$ cat src/design/mbk_pkg.sv
// mbk_pkg: shared types and codes for the markdown block kind classifier.
// No dependencies.
package mbk_pkg;

    // block kinds
    localparam logic [2:0] KIND_PARA  = 3'd0;
    localparam logic [2:0] KIND_HEAD  = 3'd1;
    localparam logic [2:0] KIND_CODE  = 3'd2;
    localparam logic [2:0] KIND_RULE  = 3'd3;
    localparam logic [2:0] KIND_IMAGE = 3'd4;
    localparam logic [2:0] KIND_MATH  = 3'd5;
    localparam logic [2:0] KIND_LIST  = 3'd6;
    localparam logic [2:0] KIND_QUOTE = 3'd7;

    // ATX heading verdict
    localparam logic [1:0] ATX_PENDING = 2'd0;
    localparam logic [1:0] ATX_YES     = 2'd1;
    localparam logic [1:0] ATX_NO      = 2'd2;

    // setext underline phases
    localparam logic [2:0] UL_LEAD  = 3'd0;
    localparam logic [2:0] UL_EQ    = 3'd1;
    localparam logic [2:0] UL_DASH  = 3'd2;
    localparam logic [2:0] UL_TRAIL = 3'd3;
    localparam logic [2:0] UL_FAIL  = 3'd4;

    // horizontal rule phases
    localparam logic [2:0] HR_LEAD  = 3'd0;
    localparam logic [2:0] HR_M1    = 3'd1;
    localparam logic [2:0] HR_M2    = 3'd2;
    localparam logic [2:0] HR_M3    = 3'd3;
    localparam logic [2:0] HR_TRAIL = 3'd4;
    localparam logic [2:0] HR_FAIL  = 3'd5;

    // rule marks
    localparam logic [1:0] MARK_NONE  = 2'd0;
    localparam logic [1:0] MARK_DASH  = 2'd1;
    localparam logic [1:0] MARK_STAR  = 2'd2;
    localparam logic [1:0] MARK_UNDER = 2'd3;

    // list item phases
    localparam logic [2:0] LI_LEAD   = 3'd0;
    localparam logic [2:0] LI_BULLET = 3'd1;
    localparam logic [2:0] LI_DIGITS = 3'd2;
    localparam logic [2:0] LI_DELIM  = 3'd3;
    localparam logic [2:0] LI_YES    = 3'd4;
    localparam logic [2:0] LI_NO     = 3'd5;

    // characters
    localparam logic [7:0] CH_TAB    = 8'h09;
    localparam logic [7:0] CH_LF     = 8'h0A;
    localparam logic [7:0] CH_VT     = 8'h0B;
    localparam logic [7:0] CH_FF     = 8'h0C;
    localparam logic [7:0] CH_CR     = 8'h0D;
    localparam logic [7:0] CH_SPACE  = 8'h20;
    localparam logic [7:0] CH_BANG   = 8'h21;
    localparam logic [7:0] CH_HASH   = 8'h23;
    localparam logic [7:0] CH_DOLLAR = 8'h24;
    localparam logic [7:0] CH_RPAREN = 8'h29;
    localparam logic [7:0] CH_STAR   = 8'h2A;
    localparam logic [7:0] CH_PLUS   = 8'h2B;
    localparam logic [7:0] CH_DASH   = 8'h2D;
    localparam logic [7:0] CH_DOT    = 8'h2E;
    localparam logic [7:0] CH_ZERO   = 8'h30;
    localparam logic [7:0] CH_NINE   = 8'h39;
    localparam logic [7:0] CH_EQUAL  = 8'h3D;
    localparam logic [7:0] CH_GT     = 8'h3E;
    localparam logic [7:0] CH_LBRACK = 8'h5B;
    localparam logic [7:0] CH_UNDER  = 8'h5F;
    localparam logic [7:0] CH_TICK   = 8'h60;
    localparam logic [7:0] CH_TILDE  = 8'h7E;

    localparam logic [2:0] HASH_MAX   = 3'd6;
    localparam logic [1:0] INDENT_MAX = 2'd3;
    localparam logic [1:0] SEEN_MAX   = 2'd3;

    // one input beat as it moves from the input register to the scanner
    typedef struct packed {
        logic [7:0] char_code;
        logic       has_char;
        logic       is_last;
    } mbk_beat_t;

    // per-buffer scan state
    typedef struct packed {
        logic [1:0] seen_count;
        logic [7:0] first_byte;
        logic [7:0] second_byte;
        logic       fence_match;
        logic [2:0] hash_run;
        logic [1:0] atx_verdict;
        logic       newline_seen;
        logic       cur_nonblank;
        logic       prev_nonblank;
        logic [2:0] ul_phase;
        logic [1:0] ul_indent;
        logic       setext_snap;
        logic [2:0] rule_phase;
        logic [1:0] rule_mark;
        logic [2:0] list_phase;
        logic [1:0] list_indent;
    } mbk_state_t;

    localparam mbk_state_t STATE_RESET = '{
        seen_count:    2'd0,
        first_byte:    8'd0,
        second_byte:   8'd0,
        fence_match:   1'b0,
        hash_run:      3'd0,
        atx_verdict:   ATX_PENDING,
        newline_seen:  1'b0,
        cur_nonblank:  1'b0,
        prev_nonblank: 1'b0,
        ul_phase:      UL_LEAD,
        ul_indent:     2'd0,
        setext_snap:   1'b0,
        rule_phase:    HR_LEAD,
        rule_mark:     MARK_NONE,
        list_phase:    LI_LEAD,
        list_indent:   2'd0
    };

endpackage

$ cat src/design/mbk_scan.sv
// mbk_scan: per-buffer scan state, its byte update and the final classification.
// Depends on mbk_pkg.
module mbk_scan (
    input  logic              aclk,
    input  logic              aresetn,
    input  logic              step_en,
    input  mbk_pkg::mbk_beat_t beat,
    output logic [2:0]        kind
);

    mbk_pkg::mbk_state_t st_reg;
    mbk_pkg::mbk_state_t st_next;
    mbk_pkg::mbk_state_t tk;   // state after taking this beat's byte

    logic [7:0] c;
    logic       c_ws;
    logic       c_sptab;
    logic       c_digit;
    logic [1:0] c_mark;

    function automatic logic line_nonempty(input mbk_pkg::mbk_state_t s);
        return s.ul_phase != mbk_pkg::UL_LEAD || s.ul_indent != 2'd0;
    endfunction

    function automatic logic line_verdict(input mbk_pkg::mbk_state_t s);
        logic shape;
        shape = s.ul_phase == mbk_pkg::UL_EQ || s.ul_phase == mbk_pkg::UL_DASH ||
                s.ul_phase == mbk_pkg::UL_TRAIL;
        return s.newline_seen && shape && s.prev_nonblank;
    endfunction

    assign c       = beat.char_code;
    assign c_sptab = c == mbk_pkg::CH_SPACE || c == mbk_pkg::CH_TAB;
    assign c_ws    = c_sptab || c == mbk_pkg::CH_LF || c == mbk_pkg::CH_VT ||
                     c == mbk_pkg::CH_FF || c == mbk_pkg::CH_CR;
    assign c_digit = c >= mbk_pkg::CH_ZERO && c <= mbk_pkg::CH_NINE;
    assign c_mark  = (c == mbk_pkg::CH_DASH)  ? mbk_pkg::MARK_DASH :
                     (c == mbk_pkg::CH_STAR)  ? mbk_pkg::MARK_STAR :
                     (c == mbk_pkg::CH_UNDER) ? mbk_pkg::MARK_UNDER : mbk_pkg::MARK_NONE;

    always_comb begin
        tk = st_reg;
        if (beat.has_char) begin
            // leading bytes
            case (st_reg.seen_count)
                2'd0: tk.first_byte = c;
                2'd1: tk.second_byte = c;
                2'd2: tk.fence_match = (c == mbk_pkg::CH_TICK || c == mbk_pkg::CH_TILDE) &&
                                       st_reg.first_byte == c && st_reg.second_byte == c;
                default: ;
            endcase
            if (st_reg.seen_count != mbk_pkg::SEEN_MAX) begin
                tk.seen_count = st_reg.seen_count + 2'd1;
            end

            // ATX heading
            if (st_reg.atx_verdict == mbk_pkg::ATX_PENDING) begin
                if (c == mbk_pkg::CH_HASH && st_reg.hash_run < mbk_pkg::HASH_MAX) begin
                    tk.hash_run = st_reg.hash_run + 3'd1;
                end else if (st_reg.hash_run == 3'd0) begin
                    tk.atx_verdict = mbk_pkg::ATX_NO;
                end else begin
                    tk.atx_verdict = (c == mbk_pkg::CH_SPACE || c == mbk_pkg::CH_LF) ?
                                     mbk_pkg::ATX_YES : mbk_pkg::ATX_NO;
                end
            end

            // horizontal rule
            unique case (st_reg.rule_phase) inside
                mbk_pkg::HR_LEAD: begin
                    if (c_mark != mbk_pkg::MARK_NONE) begin
                        tk.rule_mark  = c_mark;
                        tk.rule_phase = mbk_pkg::HR_M1;
                    end else if (!c_ws) begin
                        tk.rule_phase = mbk_pkg::HR_FAIL;
                    end
                end
                mbk_pkg::HR_M1, mbk_pkg::HR_M2, mbk_pkg::HR_M3: begin
                    if (c_mark != mbk_pkg::MARK_NONE && c_mark == st_reg.rule_mark &&
                        st_reg.rule_phase != mbk_pkg::HR_M3) begin
                        tk.rule_phase = st_reg.rule_phase + 3'd1;
                    end else if (c_ws && st_reg.rule_phase == mbk_pkg::HR_M3) begin
                        tk.rule_phase = mbk_pkg::HR_TRAIL;
                    end else begin
                        tk.rule_phase = mbk_pkg::HR_FAIL;
                    end
                end
                mbk_pkg::HR_TRAIL: begin
                    if (!c_ws) tk.rule_phase = mbk_pkg::HR_FAIL;
                end
                default: tk.rule_phase = mbk_pkg::HR_FAIL;
            endcase

            // list item
            unique case (st_reg.list_phase) inside
                mbk_pkg::LI_LEAD: begin
                    if (c_sptab) begin
                        if (st_reg.list_indent < mbk_pkg::INDENT_MAX) begin
                            tk.list_indent = st_reg.list_indent + 2'd1;
                        end else begin
                            tk.list_phase = mbk_pkg::LI_NO;
                        end
                    end else if (c == mbk_pkg::CH_DASH || c == mbk_pkg::CH_STAR ||
                                 c == mbk_pkg::CH_PLUS) begin
                        tk.list_phase = mbk_pkg::LI_BULLET;
                    end else if (c_digit) begin
                        tk.list_phase = mbk_pkg::LI_DIGITS;
                    end else begin
                        tk.list_phase = mbk_pkg::LI_NO;
                    end
                end
                mbk_pkg::LI_BULLET, mbk_pkg::LI_DELIM: begin
                    tk.list_phase = c_ws ? mbk_pkg::LI_YES : mbk_pkg::LI_NO;
                end
                mbk_pkg::LI_DIGITS: begin
                    if (c_digit) begin
                        tk.list_phase = mbk_pkg::LI_DIGITS;
                    end else if (c == mbk_pkg::CH_DOT || c == mbk_pkg::CH_RPAREN) begin
                        tk.list_phase = mbk_pkg::LI_DELIM;
                    end else begin
                        tk.list_phase = mbk_pkg::LI_NO;
                    end
                end
                mbk_pkg::LI_YES: ;
                default: tk.list_phase = mbk_pkg::LI_NO;
            endcase

            // setext heading, line by line
            if (c == mbk_pkg::CH_LF) begin
                if (line_nonempty(st_reg)) tk.setext_snap = line_verdict(st_reg);
                tk.prev_nonblank = st_reg.cur_nonblank;
                tk.cur_nonblank  = 1'b0;
                tk.ul_phase      = mbk_pkg::UL_LEAD;
                tk.ul_indent     = 2'd0;
                tk.newline_seen  = 1'b1;
            end else begin
                if (!c_ws) tk.cur_nonblank = 1'b1;
                unique case (st_reg.ul_phase) inside
                    mbk_pkg::UL_LEAD: begin
                        if (c_sptab) begin
                            if (st_reg.ul_indent < mbk_pkg::INDENT_MAX) begin
                                tk.ul_indent = st_reg.ul_indent + 2'd1;
                            end else begin
                                tk.ul_phase = mbk_pkg::UL_FAIL;
                            end
                        end else if (c == mbk_pkg::CH_EQUAL) begin
                            tk.ul_phase = mbk_pkg::UL_EQ;
                        end else if (c == mbk_pkg::CH_DASH) begin
                            tk.ul_phase = mbk_pkg::UL_DASH;
                        end else begin
                            tk.ul_phase = mbk_pkg::UL_FAIL;
                        end
                    end
                    mbk_pkg::UL_EQ, mbk_pkg::UL_DASH: begin
                        if ((st_reg.ul_phase == mbk_pkg::UL_EQ && c == mbk_pkg::CH_EQUAL) ||
                            (st_reg.ul_phase == mbk_pkg::UL_DASH && c == mbk_pkg::CH_DASH)) begin
                            tk.ul_phase = st_reg.ul_phase;
                        end else if (c_sptab) begin
                            tk.ul_phase = mbk_pkg::UL_TRAIL;
                        end else begin
                            tk.ul_phase = mbk_pkg::UL_FAIL;
                        end
                    end
                    mbk_pkg::UL_TRAIL: begin
                        if (!c_sptab) tk.ul_phase = mbk_pkg::UL_FAIL;
                    end
                    default: tk.ul_phase = mbk_pkg::UL_FAIL;
                endcase
            end
        end
    end

    // classification, by priority, on the state that includes this byte
    always_comb begin
        logic setext;
        setext = line_nonempty(tk) ? line_verdict(tk) : tk.setext_snap;
        if (tk.seen_count == 2'd0) begin
            kind = mbk_pkg::KIND_PARA;
        end else if (tk.atx_verdict == mbk_pkg::ATX_YES ||
                     (tk.atx_verdict == mbk_pkg::ATX_PENDING && tk.hash_run != 3'd0)) begin
            kind = mbk_pkg::KIND_HEAD;
        end else if (tk.seen_count == mbk_pkg::SEEN_MAX && tk.fence_match) begin
            kind = mbk_pkg::KIND_CODE;
        end else if (setext) begin
            kind = mbk_pkg::KIND_HEAD;
        end else if (!tk.newline_seen && (tk.rule_phase == mbk_pkg::HR_M3 ||
                                          tk.rule_phase == mbk_pkg::HR_TRAIL)) begin
            kind = mbk_pkg::KIND_RULE;
        end else if (tk.seen_count >= 2'd2 && tk.first_byte == mbk_pkg::CH_BANG &&
                     tk.second_byte == mbk_pkg::CH_LBRACK) begin
            kind = mbk_pkg::KIND_IMAGE;
        end else if (tk.first_byte == mbk_pkg::CH_DOLLAR) begin
            kind = mbk_pkg::KIND_MATH;
        end else if (tk.list_phase == mbk_pkg::LI_YES) begin
            kind = mbk_pkg::KIND_LIST;
        end else if (tk.first_byte == mbk_pkg::CH_GT &&
                     (tk.seen_count == 2'd1 || tk.second_byte == mbk_pkg::CH_SPACE)) begin
            kind = mbk_pkg::KIND_QUOTE;
        end else begin
            kind = mbk_pkg::KIND_PARA;
        end
    end

    // state returns to reset after each buffer ends
    assign st_next = beat.is_last ? mbk_pkg::STATE_RESET : tk;

    always_ff @(posedge aclk) begin
        if (!aresetn) begin
            st_reg <= mbk_pkg::STATE_RESET;
        end else if (step_en) begin
            st_reg <= st_next;
        end
    end

endmodule

$ cat src/design/markdown_block_kind_classifier.sv
// markdown_block_kind_classifier: top level, input register, scanner and result register.
// Depends on mbk_pkg and mbk_scan.
//
// Usage
//   Input channel (s_valid/s_ready): one beat per byte of a text buffer.
//   s_has_char marks a real byte in s_char_code; s_is_last ends the buffer.
//   A beat with s_is_last and no byte closes an empty buffer. A beat with
//   neither flag is an idle beat and changes nothing.
//   Result channel (m_valid/m_ready): one beat per buffer, m_block_kind is
//   0 paragraph, 1 heading, 2 code, 3 rule, 4 image, 5 math, 6 list, 7 quote.
// Timing
//   A beat lands in the input register; the scanner updates its flags and
//   classifies combinationally, and a final beat loads the result register.
//   One beat per cycle sustained, unless a final beat waits on a full result.
// Reset
//   aresetn low clears both valid flags and all scan state; a new buffer
//   starts at the first beat after reset.
// Stall
//   While a result waits on m_ready, non-final beats keep flowing through
//   the scanner; a final beat waits in the input register, with s_ready
//   low, until the result register frees.
module markdown_block_kind_classifier (
    input  logic       aclk,
    input  logic       aresetn,
    input  logic       s_valid,
    output logic       s_ready,
    input  logic [7:0] s_char_code,
    input  logic       s_has_char,
    input  logic       s_is_last,
    output logic       m_valid,
    input  logic       m_ready,
    output logic [2:0] m_block_kind
);

    // input register
    logic               in_valid_reg;
    mbk_pkg::mbk_beat_t in_beat_reg;

    // result register
    logic       out_valid_reg;
    logic [2:0] out_kind_reg;

    logic       out_free;
    logic       advance;
    logic [2:0] scan_kind;

    // result slot is free if empty or being drained this cycle
    assign out_free = !out_valid_reg || m_ready;
    // a held beat moves through the scanner unless it needs a busy result slot
    assign advance  = in_valid_reg && (!in_beat_reg.is_last || out_free);
    assign s_ready  = !in_valid_reg || advance;

    always_ff @(posedge aclk) begin
        if (!aresetn) begin
            in_valid_reg <= 1'b0;
        end else if (s_ready) begin
            in_valid_reg <= s_valid;
        end
    end

    always_ff @(posedge aclk) begin
        if (s_ready && s_valid) begin
            in_beat_reg.char_code <= s_char_code;
            in_beat_reg.has_char  <= s_has_char;
            in_beat_reg.is_last   <= s_is_last;
        end
    end

    mbk_scan u_scan (
        .aclk    (aclk),
        .aresetn (aresetn),
        .step_en (advance),
        .beat    (in_beat_reg),
        .kind    (scan_kind)
    );

    always_ff @(posedge aclk) begin
        if (!aresetn) begin
            out_valid_reg <= 1'b0;
        end else if (advance && in_beat_reg.is_last) begin
            out_valid_reg <= 1'b1;
        end else if (m_ready) begin
            out_valid_reg <= 1'b0;
        end
    end

    always_ff @(posedge aclk) begin
        if (advance && in_beat_reg.is_last) begin
            out_kind_reg <= scan_kind;
        end
    end

    assign m_valid      = out_valid_reg;
    assign m_block_kind = out_kind_reg;

    // a final beat that steps the scanner always leaves a result behind
    a_last_gives_result: assert property (@(posedge aclk) disable iff (!aresetn)
        advance && in_beat_reg.is_last |=> out_valid_reg)
        else $error("final beat did not load the result register");

    // a final beat never overwrites a result still waiting
    a_no_overwrite: assert property (@(posedge aclk) disable iff (!aresetn)
        out_valid_reg && !m_ready |-> !(advance && in_beat_reg.is_last))
        else $error("pending result overwritten");

    // non-final beats never stall on the result side
    a_nonlast_flows: assert property (@(posedge aclk) disable iff (!aresetn)
        in_valid_reg && !in_beat_reg.is_last |-> s_ready)
        else $error("non-final beat stalled");

    // a held final beat blocks intake only while the result slot is busy
    a_stall_cause: assert property (@(posedge aclk) disable iff (!aresetn)
        !s_ready |-> in_valid_reg && in_beat_reg.is_last && out_valid_reg && !m_ready)
        else $error("input stalled without cause");

endmodule

$ cat config.mk
export PLATFORM = sky130hd
export DESIGN_NAME = markdown_block_kind_classifier
export DESIGN_NICKNAME = d
export VERILOG_FILES = /design/src/design/mbk_pkg.sv /design/src/design/mbk_scan.sv /design/src/design/markdown_block_kind_classifier.sv
export SDC_FILE = /design/constraint.sdc
export NUM_CORES = 1
export LEC_CHECK = 0
export BUFFER_PORTS_ARGS = -buffer_cell sky130_fd_sc_hd__buf_2
export CAP_MARGIN = 30
export CORE_AREA = 2 2 87 89
export DETAILED_ROUTE_END_ITERATION = 8
export DIE_AREA = 0 0 89 91
export PLACE_DENSITY = 0.76
export SYNTH_ARGS = -nofsm -noshare
export SYNTH_HDL_FRONTEND = slang
export SYNTH_SLANG_ARGS = --single-unit
$ cat constraint.sdc
create_clock -name aclk -period 2.5 [get_ports aclk]
set_input_delay 0.125 -clock aclk [delete_from_list [all_inputs] [get_ports aclk]]
set_output_delay 0.125 -clock aclk [all_outputs]
set_load 0.02 [all_outputs]
# Word level (Yosys, flattened, before mapping)
# Cells that the tools add are included.
# totals
reg_bits,58
out_inout_bits,5
wordCells,223
# classes
add_sub_neg,5
n_lt_le_gt_ge,6
n_eq_ne,49
muxes,61
n_reduce_logical,78
# op_table
op,n
$eq A8 B6 Y1 const B,12
$mux W43,2
$mux W3,21
$eq A8 B4 Y1 const B,5
$mux W2,18
$eq A8 B7 Y1 const B,4
$eq A3 B2 Y1 const B,9
$logic_or A1 B1 Y1,23
$logic_and A1 B1 Y1,22
$reduce_bool A2 Y1,10
$pmux W3 S3,2
$eq A8 B8 Y1,2
$mux W8,2
$mux W1,13
$eq A3 B1 Y1 const B,4
$eq A3 B3 Y1 const B,4
$logic_not A3 Y1,4
$pmux W3 S4,1
$mux W5,2
$reduce_bool A3 Y1,3
$ge A8 B6 Y1 const B,1
$le A8 B6 Y1 const B,1
$logic_not A2 Y1,4
$add A2 B1 Y2 const B,3
other kinds (17),27

# Logic depth before layout (Yosys ltp)
# Gate-level depths: netlist of run 1.
# logic_depth
word_depth,22
mapped_depth,10

# Cells and area by module
# A second synthesis of run 1 with hierarchy kept.
# unflattened
hier_cells,424
area_unflattened_um2,3626.0
# by_module_without_submodules
module,instances,cells_each,area_each_um2,seq_area_each_um2
mbk_scan,1,399,3118.0,860.8
markdown_block_kind_classifier,1,25,508.0,430.4

# Worst setup path after synthesis of run 1
# Ideal clock, no wire load.
# synth_timing
kind,reg-to-reg
from,reg u_scan.st_reg[7] (netlist bit)
to,"reg out_kind_reg[2], in the netlist m_block_kind[2] (data pin)"
setup_ps,256
arrival_ps,2180
t_required_ps,2244
setup_slack_ps,63
path_stages_with_launch,11
n_path_buf,0
synth_period_minus_slack_ps,2437
cell_sequence,dfxtp_1 > ha_1 > ha_1 > nor2b_1 > a32oi_1 > nand4_1 > and3_2 > or3_1 > mux2i_2 > nand2_1 > and4bb_1
# synth_between
elab_chain_len,10
word_cells_on_any_way,21
# synth_lines
element,line,rtl
from (decl),mbk_scan.sv:11,mbk_pkg::mbk_state_t st_reg;
from (signal assigned),mbk_scan.sv:209,st_reg <= mbk_pkg::STATE_RESET;
from (signal assigned),mbk_scan.sv:211,st_reg <= st_next;
branches (longest 5 deep; another with $add A3 B1 Y3),--,
$mux W43 *,mbk_scan.sv:43,if (beat.has_char) begin
$eq A3 B2 Y1 / $eq A3 B3 Y1 (equally long branches),"mbk_scan.sv:186, mbk_scan.sv:187",
$logic_or A1 B1 Y1 *,mbk_scan.sv:186,end else if (!tk.newline_seen && (tk.rule_phase == mbk_pkg::HR_M3 ||
$logic_and A1 B1 Y1 *,mbk_scan.sv:186,
$reduce_or A5 Y1 (no source line) *,--,
to (signal assigned),markdown_block_kind_classifier.sv:89,out_kind_reg <= scan_kind;
to (decl),markdown_block_kind_classifier.sv:41,logic [2:0] out_kind_reg;
# Mark *: on every way between the ends. The select of a mux whose other input is x is not followed.
# A chain may end at the register's enable or synchronous reset.

# Final worst setup path of run 1
# layout_timing
from,reg in_beat_reg[5] (netlist bit)
to,"reg out_kind_reg[2], in the netlist m_block_kind[2] (data pin)"
# layout_between
elab_chain_len,15
word_cells_on_any_way,116
# layout_lines
element,line,rtl
from (decl),markdown_block_kind_classifier.sv:37,mbk_pkg::mbk_beat_t in_beat_reg;
branches (longest 10 deep; another with $ge A8 B6 Y1),--,
$mux W43 *,mbk_scan.sv:43,
$eq A3 B2 Y1 / $eq A3 B3 Y1 (equally long branches),"mbk_scan.sv:186, mbk_scan.sv:187",
$logic_or A1 B1 Y1,mbk_scan.sv:186,
$logic_and A1 B1 Y1,mbk_scan.sv:186,
$reduce_or A5 Y1 (no source line),--,
# Marked as above.

==> flow_summary.yaml, run 1 <==
clocking:
  cts_tree: "built"
  cts_max_level: 3
  clock-sinks: 58
  clk_latency_ps: 350
  cts_buffers: 9
  cts_root_buffer: "clkbuf_8"
  clk_path_buf_depth: 2
  clk_pin_slew_ps: 70
logic_synthesis:
  async_reset_ff_share_pct: 0
  ys_ff_latch: 58
  synthesis.area_mm2: 0.003938
  syn_inst: 471
  synthFlopType: "dfxtp_1"
  synth_nets: 492
  synth_cell_types: 72
  synth_sequential_area_ratio_pct: 32.79
  yosysMostFrequentCell: "dfxtp_1"
  yosysWarnings: 0
  synth_edf_count: 13
  synth.area.top_cells: "dfxtp_1 23%, edfxtp_1 9.9%, nor2b_1 5.2%"
  synth_top_area_share_pct: 22.88
  yosysTopAreaCell: "dfxtp_1"
  synth_common_cells: "45 x dfxtp_1, 37 x nor2_1, 33 x nor2b_1, 32 x nand2_1"
  syn_avg_cell_area_um2: 8.360
layout:
  drive_above_1_share_pct: 26.76
  synthToLayoutAreaGrowth_pct: 28.66
  fin_area_mm2: 0.005066
  final_nets: 584
  fillCellCount: 565
  diodes: 0
  largest_reg_flops: 43
placed_design:
  dpl_cell_area_mm2: 0.004466
  pre_cts_ws_ps: -87.04
  io_buffers: 18
  dp_hpwl_um: 7929
  routabilityCongestion: 0.9426
grt:
  grt_pass1_vias: 3899
  grt_pass1_wl_um: 18640
  antenna_found_initial: 0
  grt.overflow.total: 0
  grt_start_max_net_pins: 40
  grt_usage_pct: 29.13
sta:
  rsz0062_at_grt: "true"
  whs_ps: 40.54
  setup_slack_ps: -167.9
  final-max-slew-violation-count: 0
  finClkSkew_ps: 7.711
  max_slew_margin_pct: 56.31
  fin_crit_sh_pct: 106.7
  setup_viol: 3
  fin_setup_tns_ps: -385.5
  worst_pin_slew_ps: 651.0
  hold_viol_final: 0
  fin_crit_ps: 2668
  max_clock_freq_ghz: 0.3748
die:
  die_y_um: 91
  ios: 19
  die-area_mm2: 0.008099
  chipWidth_um: 89
  start_util_pct: 55.17
  fp-row-count: 31
  fp.coreArea_mm2: 0.007137
power_and_ir_drop:
  p_leak_nw: 1.967
  p_comb_share_pct: 16.0
  ir_worst_vdd_uv: 349.4
  p_seq_share_pct: 44.0
  p_int_w: 0.001676
  p_per_area_mw_per_mm2: 453.8
  p_clk_share_pct: 40.0
  swShare_pct: 27.09
  switching_power_w: 0.0006228
route:
  firstDrtPassIters: 5
  wl_per_cell_um: 17.54
  drtAntennaViolNets: 0
  wl_um: 11700
  drt_iter0_markers: 379
  vias: 4145
  vias_per_cell: 6.214
  drc: 0
worst_setup_path:
  criticalPathCategory: "reg -> reg"
  end_kind: "register"
  worstPathRequired_ps: 2610
  crit_fanout: 6
  start_kind: "register"
  rrSetupSlack_ps: -170
  worstPathArrival_ps: 2780
hold_path:
  holdCritPathClass: "in -> reg"
outcome:
  violations: "negative setup slack"
  status: "finished, violations left"
flow_run:
  drv_cap: 0
routing by layer:
metal	track usage [%]	share of wire, %
met5	0	0
met2	46.02	48
met1	39.34	44
met3	6.455	6.1
met4	9.080	2.7
power groups by stage:
stage	combinational [W]	sequential (W)	clock, W
3_5_place_dp	0.000298	0.00103	0
5_1_grt	0.000394	0.00101	0.000971
2_1_floorplan	0.000200	0.00102	0
4_1_cts	0.000327	0.00101	0.000933
3_3_place_gp	0.000294	0.00103	0
6_report	0.000367	0.00101	0.000920
layout make-up:
class | count | area, um^2 | area share [%]
Inverter | 18 | 67.56 | 1.334
Clock inverter | 4 | 48.80 | 0.9632
Multi-Input combinational cell | 365 | 2542 | 50.19
Timing Repair Buffer | 111 | 833.3 | 16.45
Clock buffer | 12 | 156.4 | 3.087
Tap cell | 99 | 123.9 | 2.445
Sequential cell | 58 | 1294 | 25.54
cell families after synthesis:
kind of cell             after synthesis  synth area share (%)
multiplexers                          10                 2.637
adder cells (fa/ha/maj)                7                 2.224
AO/OA/AOI/OAI                        139                 25.04
AND/OR/NAND/NOR                      209                 31.43
buffers and inverters                 48                 5.879
flip-flops                            58                 32.79
cell usage in the layout, fill, tap and decap left out, drive strengths merged, types with 10 or more instances in the layout:
| master | Yosys | final |
|---|---|---|
| buf | 16 | 101 |
| dfxtp | 45 | 45 |
| nor2 | 37 | 37 |
| nor2b | 33 | 33 |
| nand2 | 33 | 33 |
| o21ai | 28 | 28 |
| a22oi | 25 | 25 |
| a21oi | 22 | 22 |
| inv | 18 | 18 |
| nand3 | 16 | 16 |
| nor3 | 14 | 14 |
| edfxtp | 13 | 13 |
| clkbuf | 14 | 12 |
| dlygate4sd3 | 0 | 10 |
| mux2i | 10 | 10 |
final timing paths:
kind | startpoint | end | depth (start not counted)
max | in_beat_reg[5] | m_block_kind[2] | 8
min | s_valid | in_valid_reg | 3
max reg2reg | in_beat_reg[5] | m_block_kind[2] | 8
min reg2reg | u_scan.st_reg[10] | u_scan.st_reg[10] | 2
critical path, stage by stage, from the launching register on:
cell	delay (ps)
edfxtp_1	520
and4b_4	280
a211o_1	350
a211oi_2	220
o22ai_1	150
a32oi_2	320
mux2i_4	330
nand2_1	70
and4bb_1	180
what timing repair did:
item,4_1_cts,5_1_grt
setup buffers,8,11
endpoints found under the setup margin,3,3
resized for setup,13,22
hold buffers,10,0
gates cloned,0,0
pin swaps,12,19
endpoints found under the hold margin,10,0
through the flow:
stage / total power [W] / cells / util, %
after global routing: 0.002380 / 667 / 70.99
after floorplan: 0.001220 / 471 / -
after global placement: 0.001325 / 621 / 62.50
after CTS: 0.002270 / 656 / 68.20
final: 0.002299 / 667 / 70.99
after detailed placement: 0.001330 / 622 / 62.57
Note: power is estimated with default switching activity, not from simulation.
==> run 2: changes to the inputs <==
--- a/config.mk
+++ b/config.mk
@@ -8,8 +8,8 @@
 export BUFFER_PORTS_ARGS = -buffer_cell sky130_fd_sc_hd__buf_2
 export CAP_MARGIN = 30
-export CORE_AREA = 2 2 87 89
+export CORE_AREA = 2 2 129 131
 export DETAILED_ROUTE_END_ITERATION = 8
-export DIE_AREA = 0 0 89 91
-export PLACE_DENSITY = 0.76
+export DIE_AREA = 0 0 131 133
+export HOLD_SLACK_MARGIN = 0.08
 export SYNTH_ARGS = -nofsm -noshare
 export SYNTH_HDL_FRONTEND = slang
==> constraint.sdc (replaced) <==
create_clock -name aclk -period 2.5 [get_ports aclk]
set_input_delay 0.25 -clock aclk [delete_from_list [all_inputs] [get_ports aclk]]
set_output_delay 0.25 -clock aclk [all_outputs]
set_load 0.02 [all_outputs]
==> run 2 against run 1 <==
The run still ends with negative setup slack left; routed wire length increased by 6.8%; non-clock buffer count decreased by 1; sequential power barely moved; total power up 9.6%; critical endpoint unchanged; worst hold slack gained 52 ps; final area up 3.2%; first-iteration DRC count down 14%; clock skew fell by 2.7 ps; highest routed layer unchanged; clock power up 23%; combinational power rose by 2%; critical path type unchanged; sequential share of layout area decreased by 0.85 points; final cell count increased by 18%.
==> flow_summary.yaml, run 2 (same netlist as run 1, synthesis figures left out) <==
grt:
  grt_pass1_vias: 3809
  grt_start_max_net_pins: 29
  grt.overflow.total: 0
  grt_usage_pct: 14.68
  grt_pass1_wl_um: 19750
  antenna_found_initial: 0
sta:
  worst_pin_slew_ps: 1018
  fin_crit_sh_pct: 103.5
  hold_viol_final: 0
  fin_crit_ps: 2588
  max_slew_margin_pct: 31.87
  setup_slack_ps: -87.74
  rsz0062_at_grt: "true"
  max_clock_freq_ghz: 0.3864
  finClkSkew_ps: 5.037
  fin_setup_tns_ps: -163.5
  setup_viol: 3
  final-max-slew-violation-count: 0
route:
  drtAntennaViolNets: 0
  firstDrtPassIters: 5
  drt_iter0_markers: 325
  drc: 0
  wl_per_cell_um: 15.88
  vias_per_cell: 5.139
  vias: 4044
  wl_um: 12500
layout:
  synthToLayoutAreaGrowth_pct: 32.83
  final_nets: 583
  drive_above_1_share_pct: 27.16
  mostFrequentLayoutCells: "85 x buf_4, 45 x dfxtp_1, 37 x nor2_1, 33 x nor2b_1, 32 x nand2_1"
  fin_area_mm2: 0.005230
  final_util_pct: 32.34
  diodes: 0
  finalNonFillerCells: 787
  layout_commonest_cell: "buf_4"
  largest_reg_flops: 43
power_and_ir_drop:
  p_leak_nw: 1.973
  p_per_area_mw_per_mm2: 481.6
  switching_power_w: 0.0006709
  p_clk_share_pct: 45.1
  ir_worst_vdd_uv: 278.0
  total_power_w: 0.002519
  p_comb_share_pct: 14.8
  swShare_pct: 26.64
  p_int_w: 0.001848
  p_seq_share_pct: 40.1
die:
  fp-row-count: 47
  chipWidth_um: 131
  start_util_pct: 24.35
  die-area_mm2: 0.01742
  die_y_um: 133
  fp.coreArea_mm2: 0.01617
  ios: 19
outcome:
  status: "finished, violations left"
  violations: "negative setup slack"
hold_path:
  min_from: "s_char_code[5]"
  holdCritPathClass: "in -> reg"
  hold_path_depth: 1
  worst_hold_path.endpoint: "in_beat_reg[7]"
worst_setup_path:
  criticalPathCategory: "reg -> reg"
  start_kind: "register"
  r2r-end: "m_block_kind[2]"
  worstPathArrival_ps: 2680
  reg2regPathDepth: 8
  timing.rr.start: "in_beat_reg[4]"
  end_kind: "register"
  crit_fanout: 6
  rrSetupSlack_ps: -90
  worstPathRequired_ps: 2590
placed_design:
  io_buffers: 18
  routabilityCongestion: 0.9366
  dpl_cell_area_mm2: 0.004730
  dp_hpwl_um: 9103
  place_inst: 756
clocking:
  clk_path_buf_depth: 2
  clock-sinks: 58
  clk_pin_slew_ps: 50
  clk_latency_ps: 330
  cts_max_level: 3
  cts_buffers: 9
  cts_tree: "built"
  cts_root_buffer: "clkbuf_16"
flow_run:
  drv_cap: 0
==> run 2: changes by cell type in the layout (fill, tap and decap cells not counted), sizes merged <==
cell         change
buf              +7
bufinv           -1
clkinvlp         +2
dlygate4sd3      -8
clkbuf           -1
==> run 2: timing repair <==
action | 4_1_cts | 5_1_grt
pin swaps | 18 | 10
gates resized for setup | 16 | 10
hold endpoints to repair | 0 | 2
gates cloned | 0 | 0
setup endpoints to repair | 3 | 3
buffers inserted | 8 | 5
hold buffers | 0 | 2
==> run 2: worst max-delay path: stages, from the launching register on <==
cell	delay (ps)
edfxtp_1	490
or4b_4	560
a21oi_2	130
o211a_1	230
o21ai_2	80
a32oi_2	270
mux2i_4	330
nand2_1	70
and4bb_1	180
==> run 2: cell type report <==
class                   instances  area [um^2]
multi-input cells             365         2510
clock inverters                 5        30.03
repair buffers                110        813.3
well taps                     220        275.3
flip-flops and latches         58         1291
clock buffers                  11        242.7
inverters                      18        67.56
fillers                      1653        10940
==> run 2: power by group through the flow <==
stage	logic (W)	registers [W]	clock network, W
floorplan	0.000200	0.00102	0
CTS	0.000353	0.00101	0.00116
detailed placement	0.000325	0.00103	0
finish	0.000373	0.00101	0.00113
global route	0.000400	0.00101	0.00121
global placement	0.000323	0.00103	0
==> run 2: per-layer routing <==
metal	vias to the layer above	routed length, um	track usage (%)	part of all wire [%]
met4	0	232	5.969	1.9
met5	-	0	0	0
li1	1948	-	-	-
met2	142	6012	23.03	48
met3	17	753	3.437	6.0
met1	1937	5498	19.28	44
==> run 2: per-stage QoR <==
step / hold WS, ps / worst slack, ps
2_1_floorplan: 348.9 / 63.41
3_3_place_gp: 430.1 / -118.5
3_5_place_dp: 429.2 / -166.8
4_1_cts: 82.03 / -69.34
5_1_grt: 81.49 / -238.3
6_report: 92.28 / -87.74
==> run 2: worst max path at each step <==
stage,start,endpoint,slack (ps),cells after the start
floorplan,u_scan.st_reg[7],m_block_kind[2],60,10
finish,in_beat_reg[4],m_block_kind[2],-90,8
detailed placement,u_scan.st_reg[8],m_block_kind[2],-170,10
global route,in_beat_reg[4],m_block_kind[2],-240,11
CTS,in_beat_reg[8],m_block_kind[2],-70,9
global placement,u_scan.st_reg[7],m_block_kind[2],-120,10
